==> src/gbp_pkg.sv <==
package gbp_pkg;

  // Cell values
  localparam logic [24:0] V_BLOCKED = 25'd1000000;
  localparam logic [24:0] V_SEED    = 25'd1100100;
  localparam logic [24:0] V_STEP    = 25'd100000;
  localparam logic [24:0] V_FLOOR   = 25'd10;
  localparam logic [24:0] V_REACH   = 25'd1;

  // Request modes
  localparam logic [1:0] MODE_WRITE = 2'd0;
  localparam logic [1:0] MODE_RUN   = 2'd1;
  localparam logic [1:0] MODE_READ  = 2'd2;
  localparam logic [1:0] MODE_NONE  = 2'd3;

  // Configuration register indexes
  localparam logic [2:0] CFG_START_X  = 3'd0;
  localparam logic [2:0] CFG_START_Y  = 3'd1;
  localparam logic [2:0] CFG_GOAL_X   = 3'd2;
  localparam logic [2:0] CFG_GOAL_Y   = 3'd3;
  localparam logic [2:0] CFG_EXTENT_X = 3'd4;
  localparam logic [2:0] CFG_EXTENT_Y = 3'd5;

  // Neighbour offsets, in visit order
  localparam logic [1:0] NB_DX [8] = '{2'b11, 2'b11, 2'b11, 2'b00, 2'b00, 2'b01, 2'b01, 2'b01};
  localparam logic [1:0] NB_DY [8] = '{2'b11, 2'b00, 2'b01, 2'b11, 2'b01, 2'b11, 2'b00, 2'b01};

  // Datapath commands from the controller
  typedef enum logic [3:0] {
    CMD_NONE,
    CMD_CLR_STEP,   // write zero at clear address, advance clear pointer
    CMD_WR_CELL,    // write request cell
    CMD_RD_CELL,    // issue read of request cell
    CMD_CLR_SG,     // write zero to start or goal (sel)
    CMD_Q_RESET,    // reset queue and scan pointers
    CMD_PUSH_START, // push start cell
    CMD_POP,        // issue read of queue head
    CMD_LOAD_CUR,   // latch popped address, issue grid read of it
    CMD_LOAD_PV,    // latch parent value
    CMD_NB_RD,      // issue grid read of neighbour
    CMD_NB_UPD,     // evaluate neighbour, write and push
    CMD_SCAN_RD,    // issue grid read at scan pointer
    CMD_SCAN_UPD    // evaluate scanned cell, advance scan pointer
  } gbp_cmd_t;

  typedef struct packed {
    gbp_cmd_t   cmd;
    logic       sel;    // goal when set for clear, wavefront when set for updates
    logic [2:0] nb;
  } gbp_ctl_t;

  typedef struct packed {
    logic clr_last;
    logic q_empty;
    logic nb_ok;
    logic scan_last;
  } gbp_sts_t;

endpackage

==> src/gbp_ctrl.sv <==
module gbp_ctrl (
  input  logic              clk,
  input  logic              rst_n,
  input  logic              in_valid,
  output logic              in_ready,
  input  logic [1:0]        in_mode,
  output logic              out_valid,
  input  logic              out_ready,
  output logic              out_done,
  output logic              out_is_rd,
  output gbp_pkg::gbp_ctl_t ctl,
  input  gbp_pkg::gbp_sts_t sts
);
  typedef enum logic [4:0] {
    S_CLEAR, S_IDLE, S_RD1, S_RD2, S_CLR_S, S_CLR_G, S_QRST, S_PUSH,
    S_POP, S_CUR, S_PV, S_PV2, S_NBRD, S_NBUPD, S_SCRD, S_SCUPD, S_QRST2, S_OUT
  } state_t;

  state_t     state_r;
  logic       wave_r;
  logic [2:0] nb_r;
  logic       done_r, isrd_r;

  assign in_ready  = (state_r == S_IDLE);
  assign out_valid = (state_r == S_OUT);
  assign out_done  = done_r;
  assign out_is_rd = isrd_r;

  // Command decode
  always_comb begin
    ctl.cmd = gbp_pkg::CMD_NONE;
    ctl.sel = wave_r;
    ctl.nb  = nb_r;
    case (state_r)
      S_CLEAR: ctl.cmd = gbp_pkg::CMD_CLR_STEP;
      S_IDLE: begin
        if (in_valid && in_mode == gbp_pkg::MODE_WRITE) ctl.cmd = gbp_pkg::CMD_WR_CELL;
        else if (in_valid && in_mode == gbp_pkg::MODE_READ) ctl.cmd = gbp_pkg::CMD_RD_CELL;
      end
      S_CLR_S: begin ctl.cmd = gbp_pkg::CMD_CLR_SG; ctl.sel = 1'b0; end
      S_CLR_G: begin ctl.cmd = gbp_pkg::CMD_CLR_SG; ctl.sel = 1'b1; end
      S_QRST, S_QRST2: ctl.cmd = gbp_pkg::CMD_Q_RESET;
      S_PUSH: ctl.cmd = gbp_pkg::CMD_PUSH_START;
      S_POP: ctl.cmd = sts.q_empty ? gbp_pkg::CMD_NONE : gbp_pkg::CMD_POP;
      S_CUR: ctl.cmd = gbp_pkg::CMD_LOAD_CUR;
      S_PV: ctl.cmd = gbp_pkg::CMD_LOAD_PV;   // grid data of the popped cell is valid here
      S_NBRD: ctl.cmd = sts.nb_ok ? gbp_pkg::CMD_NB_RD : gbp_pkg::CMD_NONE;
      S_NBUPD: ctl.cmd = gbp_pkg::CMD_NB_UPD;
      S_SCRD: ctl.cmd = gbp_pkg::CMD_SCAN_RD;
      S_SCUPD: ctl.cmd = gbp_pkg::CMD_SCAN_UPD;
      default: ;
    endcase
  end

  // Sequencer
  always_ff @(posedge clk) begin
    if (!rst_n) begin
      state_r <= S_CLEAR; wave_r <= 1'b0; nb_r <= '0; done_r <= 1'b0; isrd_r <= 1'b0;
    end else begin
      case (state_r)
        S_CLEAR: if (sts.clr_last) state_r <= S_IDLE;
        S_IDLE: begin
          if (in_valid) begin
            done_r <= (in_mode != gbp_pkg::MODE_NONE);
            isrd_r <= (in_mode == gbp_pkg::MODE_READ);
            case (in_mode)
              gbp_pkg::MODE_READ: state_r <= S_RD1;
              gbp_pkg::MODE_RUN: begin state_r <= S_CLR_S; wave_r <= 1'b0; end
              default: state_r <= S_OUT;
            endcase
          end
        end
        S_RD1: state_r <= S_RD2;
        S_RD2: state_r <= S_OUT;
        S_CLR_S: state_r <= S_CLR_G;
        S_CLR_G: state_r <= S_QRST;
        S_QRST: state_r <= S_PUSH;
        S_PUSH: state_r <= S_POP;
        S_POP: begin
          if (sts.q_empty) begin
            if (wave_r) state_r <= S_OUT;
            else begin wave_r <= 1'b1; state_r <= S_QRST2; end
          end else state_r <= S_CUR;
        end
        S_CUR: state_r <= S_PV;
        S_PV: state_r <= S_PV2;
        S_PV2: begin nb_r <= '0; state_r <= S_NBRD; end
        S_NBRD: begin
          if (sts.nb_ok) state_r <= S_NBUPD;
          else if (nb_r == 3'd7) state_r <= S_POP;
          else nb_r <= nb_r + 1'b1;
        end
        S_NBUPD: begin
          if (nb_r == 3'd7) state_r <= S_POP;
          else begin nb_r <= nb_r + 1'b1; state_r <= S_NBRD; end
        end
        S_QRST2: state_r <= S_SCRD;
        S_SCRD: state_r <= S_SCUPD;
        S_SCUPD: state_r <= sts.scan_last ? S_POP : S_SCRD;
        S_OUT: if (out_ready) state_r <= S_IDLE;
        default: state_r <= S_IDLE;
      endcase
    end
  end
endmodule

==> config.mk <==
export PLATFORM = sky130hd
export DESIGN_NAME = gbp_ctrl
export DESIGN_NICKNAME = d
export VERILOG_FILES = /design/src/gbp_pkg.sv /design/src/gbp_ctrl.sv
export SDC_FILE = /design/constraint.sdc
export NUM_CORES = 1
export LEC_CHECK = 0
export ABC_CLOCK_PERIOD_IN_PS = 3200
export BUFFER_PORTS_ARGS = -buffer_cell sky130_fd_sc_hd__clkbuf_2
export CAP_MARGIN = 20
export CORE_MARGIN = 5
export CORE_UTILIZATION = 25
export CTS_CLUSTER_DIAMETER = 150
export DETAILED_ROUTE_END_ITERATION = 8
export PLACE_DENSITY_LB_ADDON = 0.3
export SYNTH_ARGS = -nofsm -noshare
export SYNTH_HDL_FRONTEND = slang
export SYNTH_SLANG_ARGS = --single-unit
==> constraint.sdc <==
create_clock -name clk -period 3.2 [get_ports clk]
set_input_delay 0.48 -clock clk [delete_from_list [all_inputs] [get_ports clk]]
set_output_delay 0.48 -clock clk [all_outputs]
set_load 0.05 [all_outputs]
* After elaboration in Yosys (flattened, before gate mapping)
Index checks and enable logic that the tools add are counted.
** Word-level totals
- Flip-flop bits (word level) :: 11
- Output and inout bits :: 12
- Word-level logic and storage cells :: 70
- Input port bits :: 10
** Operators by class
- Reductions and logical operators :: 12
- Equal/unequal tests :: 28
- $add $sub $neg :: 1
- Muxes and demuxes :: 24
** Operators by type and width (number)
- case mux 5 bit (18 select lines) :: 1
- case mux 4 bit (12 select lines) :: 1
- == test 5 x 4 -> 1 bit (second input constant) :: 8
- 2-to-1 mux 5 bit :: 6
- == test 5 x 3 -> 1 bit (second input constant) :: 4
- 2-to-1 mux 3 bit :: 5
- == test 5 x 2 -> 1 bit (second input constant) :: 2
- == test 5 bit (second input constant) :: 2
- != test 2 bit (second input constant) :: 5
- case mux 5 bit (2 select lines) :: 1
- case mux 3 bit (3 select lines) :: 1
- 2-to-1 mux 4 bit :: 2
- AND reduction 4 bit :: 2
- == test 5 x 1 -> 1 bit (second input constant) :: 1
- logical NOT 5 bit :: 1
- 2-to-1 mux 1 bit :: 4
- != test 2 x 1 -> 1 bit (second input constant) :: 2
- case mux 1 bit (2 select lines) :: 2
- AND reduction 2 bit :: 2
- OR reduction 2 bit :: 2
- adder 3 x 1 -> 3 bit (second input constant) :: 1
- == test 3 bit (second input constant) :: 1
- != test 3 bit (second input constant) :: 1
- nonzero test 3 bit :: 1
- 6 further kinds :: 7

* Depth between registers and ports, before layout
- Depth after elaboration :: 5
- Depth in mapped cells :: 6
- Depth with buffers taken out :: 6

* Worst setup path after synthesis
OpenSTA, ideal clock, no wires.
- Kind :: reg-to-output
- From :: register state_r[1]
- To :: output port ctl[5] in the netlist's numbering
- Arrival :: 1.769 ns
- Stages on the path, launching flop included :: 6
- Setup slack :: 0.951 ns
- Data required time :: 2.720 ns
- Buffers on the path :: 2
- Cell sequence :: dfxtp_1 -> buf_4 -> buf_2 -> nor4_1 -> a31oi_1 -> o211ai_1
** RTL lines
- start: declaration :: RTL line gbp_ctrl.sv:19 : state_t state_r;
- start signal: assignment :: RTL line gbp_ctrl.sv:99 : S_SCUPD: state_r <= sts.scan_last ? S_POP : S_SCRD;
- end: declaration :: RTL line gbp_ctrl.sv:11 : output gbp_pkg::gbp_ctl_t ctl,

==> impl_metrics.prom <==
# TYPE chip_impl_metric gauge
chip_impl_metric{name="routed-via-count",unit=""} 1006
chip_impl_info{name="crit_type",value="register to primary output"} 1
chip_impl_metric{name="post_cts_resized",unit=""} 0
chip_impl_metric{name="hold_viol",unit=""} 0
chip_impl_metric{name="synthDistinctLibCells",unit=""} 50
chip_impl_metric{name="syn_to_final_growth",unit="%"} 12.8
chip_impl_info{name="synth_top_area_cell",value="dfxtp_1"} 1
chip_impl_metric{name="floorplan.core_area",unit="mm^2"} 0.00400
chip_impl_info{name="synth_top_cells_by_count",value="11 x dfxtp_1, 10 x o21ai_0, 9 x a21oi_1"} 1
chip_impl_metric{name="finalWeightedCongestion",unit=""} 0.860
chip_impl_info{name="holdCritPathClass",value="primary input to register"} 1
chip_impl_metric{name="drc_errors",unit=""} 0
chip_impl_metric{name="io_buffers",unit=""} 21
chip_impl_info{name="rsz0062_at_grt",value="no"} 1
chip_impl_metric{name="syn-cell-area",unit="mm^2"} 0.00103
chip_impl_metric{name="half_perimeter_wire_length_after_detailed_placement",unit="um"} 2080
chip_impl_metric{name="ys_seq_area_share",unit="%"} 21.4
chip_impl_metric{name="htree_levels",unit=""} 1
chip_impl_metric{name="drt_pass1_iterations",unit=""} 4
chip_impl_metric{name="die_x",unit="um"} 74.2
chip_impl_info{name="ys.flop_type",value="dfxtp_1"} 1
chip_impl_metric{name="wl",unit="um"} 2740
chip_impl_metric{name="max_freq",unit="MHz"} 369
chip_impl_metric{name="grt.overflow.total",unit=""} 0
chip_impl_metric{name="critical_path_arrival",unit="ns"} 2.23
chip_impl_info{name="tritoncts",value="done"} 1
chip_impl_metric{name="drt_first_iter_violations",unit=""} 57
chip_impl_metric{name="slew_headroom",unit="%"} 53.6
chip_impl_metric{name="first_global_vias",unit=""} 925
chip_impl_metric{name="grt_pass1_wl",unit="um"} 4460
chip_impl_metric{name="synth-edff-count",unit=""} 0
chip_impl_metric{name="synth.net_count",unit=""} 142
chip_impl_metric{name="finalSetupViolations",unit=""} 0
chip_impl_info{name="end_kind",value="primary output"} 1
chip_impl_metric{name="clk-insertion-delay-late",unit="ns"} 0.24
chip_impl_metric{name="p_leak",unit="nW"} 0.494
chip_impl_metric{name="worst_slew_pin_slew",unit="ns"} 0.696
chip_impl_metric{name="post_cts_buffers",unit=""} 0
chip_impl_metric{name="num_antenna_cells",unit=""} 0
chip_impl_metric{name="postCtsHoldBufs",unit=""} 0
chip_impl_metric{name="detail_route.wl_per_cell",unit="um"} 14.4
chip_impl_metric{name="die_area",unit="mm^2"} 0.00550
chip_impl_metric{name="std_cell_rows",unit=""} 23
chip_impl_metric{name="floorplan.initialDensity",unit="%"} 25.7
chip_impl_metric{name="netlist.area_leader.share",unit="%"} 21.4
chip_impl_metric{name="drt.antenna.violating_nets",unit=""} 0
chip_impl_metric{name="net_count_reported_at_finish",unit=""} 157
chip_impl_metric{name="synth_warnings",unit=""} 0
chip_impl_info{name="status",value="complete, no violations"} 1
chip_impl_metric{name="timing.clock.skew",unit="ns"} 0.00416
chip_impl_info{name="cts_root_buffer",value="clkbuf_8"} 1
chip_impl_metric{name="number_of_antenna_violations_at_the_first_check_in_global_routing",unit=""} 0
chip_impl_metric{name="grt_max_degree",unit=""} 22
chip_impl_metric{name="critPathMaxFanout",unit=""} 20
chip_impl_metric{name="synth_instances",unit=""} 126
chip_impl_metric{name="ys_seq_elements",unit=""} 11
chip_impl_metric{name="post_layout_nonfiller_instances",unit=""} 190
chip_impl_metric{name="pwrdens",unit="mW/mm^2"} 332
chip_impl_metric{name="placedCellCount",unit=""} 186
chip_impl_metric{name="clock_buffer_count_from_cts",unit=""} 3
chip_impl_metric{name="ios",unit=""} 22
chip_impl_metric{name="min_period_over_period",unit="%"} 84.8
chip_impl_info{name="most_numerous_cell_in_the_yosys_netlist",value="dfxtp_1"} 1
chip_impl_metric{name="mean_syn_cell_area",unit="um^2"} 8.17
chip_impl_metric{name="average_vias_per_placed_instance",unit=""} 5.29
chip_impl_metric{name="grt_use_total",unit="%"} 10.2
chip_impl_info{name="worst_setup_path_start_kind",value="register"} 1
chip_impl_metric{name="cts_sinks",unit=""} 11
chip_impl_metric{name="die_h",unit="um"} 74.2
chip_impl_metric{name="reg2reg_slack",unit="ns"} 1.33
chip_impl_metric{name="max_cap_viol_count",unit=""} 0
chip_impl_metric{name="maximum_clock_path_buffer_count",unit=""} 2
chip_impl_metric{name="fin_tns_setup",unit="ns"} 0
chip_impl_metric{name="crit_required",unit="ns"} 2.72
chip_impl_metric{name="synthArstFlopShare",unit="%"} 0
chip_impl_metric{name="reg_clk_slew_reported_paths",unit="ns"} 0.05
chip_impl_metric{name="finalWorstPathRequiredPeriod",unit="ns"} 2.71
chip_impl_metric{name="worst_ir_drop_vdd",unit="V"} 0.000225
chip_impl_info{name="yosys-top-cells-area",value="dfxtp_1 21%, ha_1 7.3%, o21ai_0 4.9%"} 1
chip_impl_metric{name="report.final.slew_viol_count",unit=""} 0
chip_impl_metric{name="drive_above_1_share",unit="%"} 24.3
[power breakdown]
| group | switching, mW | internal (mW) | total [mW] | leakage, nW |
|---|---|---|---|---|
| Combinational | 0.0595 | 0.0322 | 0.0917 | 0.382 |
| Sequential | 0.0127 | 0.141 | 0.154 | 0.0891 |
| Clock | 0.0530 | 0.0875 | 0.141 | 0.0228 |
[stage by stage]
step                total power, mW  hold slack [ns]  setup slack (ns)  instance area, um^2  util [%]
finish                        0.386            0.456             0.487                 1160      29.0
global route                  0.409            0.461             0.382                 1160      29.0
CTS                           0.390            0.454             0.516                 1160      29.0
detailed placement            0.248            0.493             0.782                 1120      27.9
global placement              0.246            0.485             0.839                 1120      27.9
floorplan                     0.226            0.513             0.951                 1030         -
[critical path, stage by stage, from the launching register on]
cell and delay, ns:
dfxtp_1 0.73, nor2b_2 0.33, and3_1 0.33, o21ai_0 0.17, o211ai_1 0.12, clkbuf_2 0.31
[final timing paths]
path / cells after the start / to / start
worst max-delay path: 5 / ctl[5] / state_r[0]
worst min-delay path: 2 / state_r[4] / out_ready
worst max register to register: 4 / state_r[4] / state_r[2]
worst min register to register: 2 / out_done / out_done
[logic make-up after synthesis]
group | share of synthesized area [%]
compound gates | 26.2
fa+ha+maj | 7.29
buf+inv | 10.4
flops | 21.4
mux | 3.16
simple gates | 31.5
[flip-flops by register name (all words and copies together), names as in the netlist]
signal / flops
wave_r: 1
out_done: 1
out_is_rd: 1
state_r: 5
nb_r: 3
[routing by layer]
metal,wire length [um],vias up,global-route usage [%]
li1,-,491,-
met1,1260,468,14.5
met2,1230,43,15.3
met3,204,4,2.03
met4,40,0,3.62
met5,0,-,0
[cells in the final DEF (no fill, tap or decap), types with 2 or more instances in the layout]
| master | count |
|---|---|
| nor3_1 | 5 |
| inv_1 | 7 |
| o311ai_0 | 2 |
| o21ai_0 | 10 |
| a211oi_1 | 2 |
| nand2b_1 | 4 |
| nor2_1 | 6 |
| clkbuf_8 | 3 |
| clkbuf_2 | 21 |
| and2_1 | 3 |
| nand2_1 | 3 |
| and3_1 | 6 |
| a21oi_1 | 9 |
| mux2_2 | 2 |
| ha_1 | 6 |
| o211ai_1 | 2 |
| a22o_1 | 2 |
| nor2b_1 | 3 |
| dfxtp_1 | 11 |
| a31oi_1 | 2 |
| or2b_1 | 2 |
| nand3b_1 | 2 |
| nor4_1 | 2 |
[area by class of cell]
class | instances | area [um^2]
inverter | 7 | 26.3
timing repair buffer | 21 | 105
multi-input combinational | 97 | 702
tap | 50 | 62.6
clock buffer | 4 | 45.0
sequential | 11 | 220
fill | 433 | 2840
Note: power is estimated with default switching activity, not from simulation.
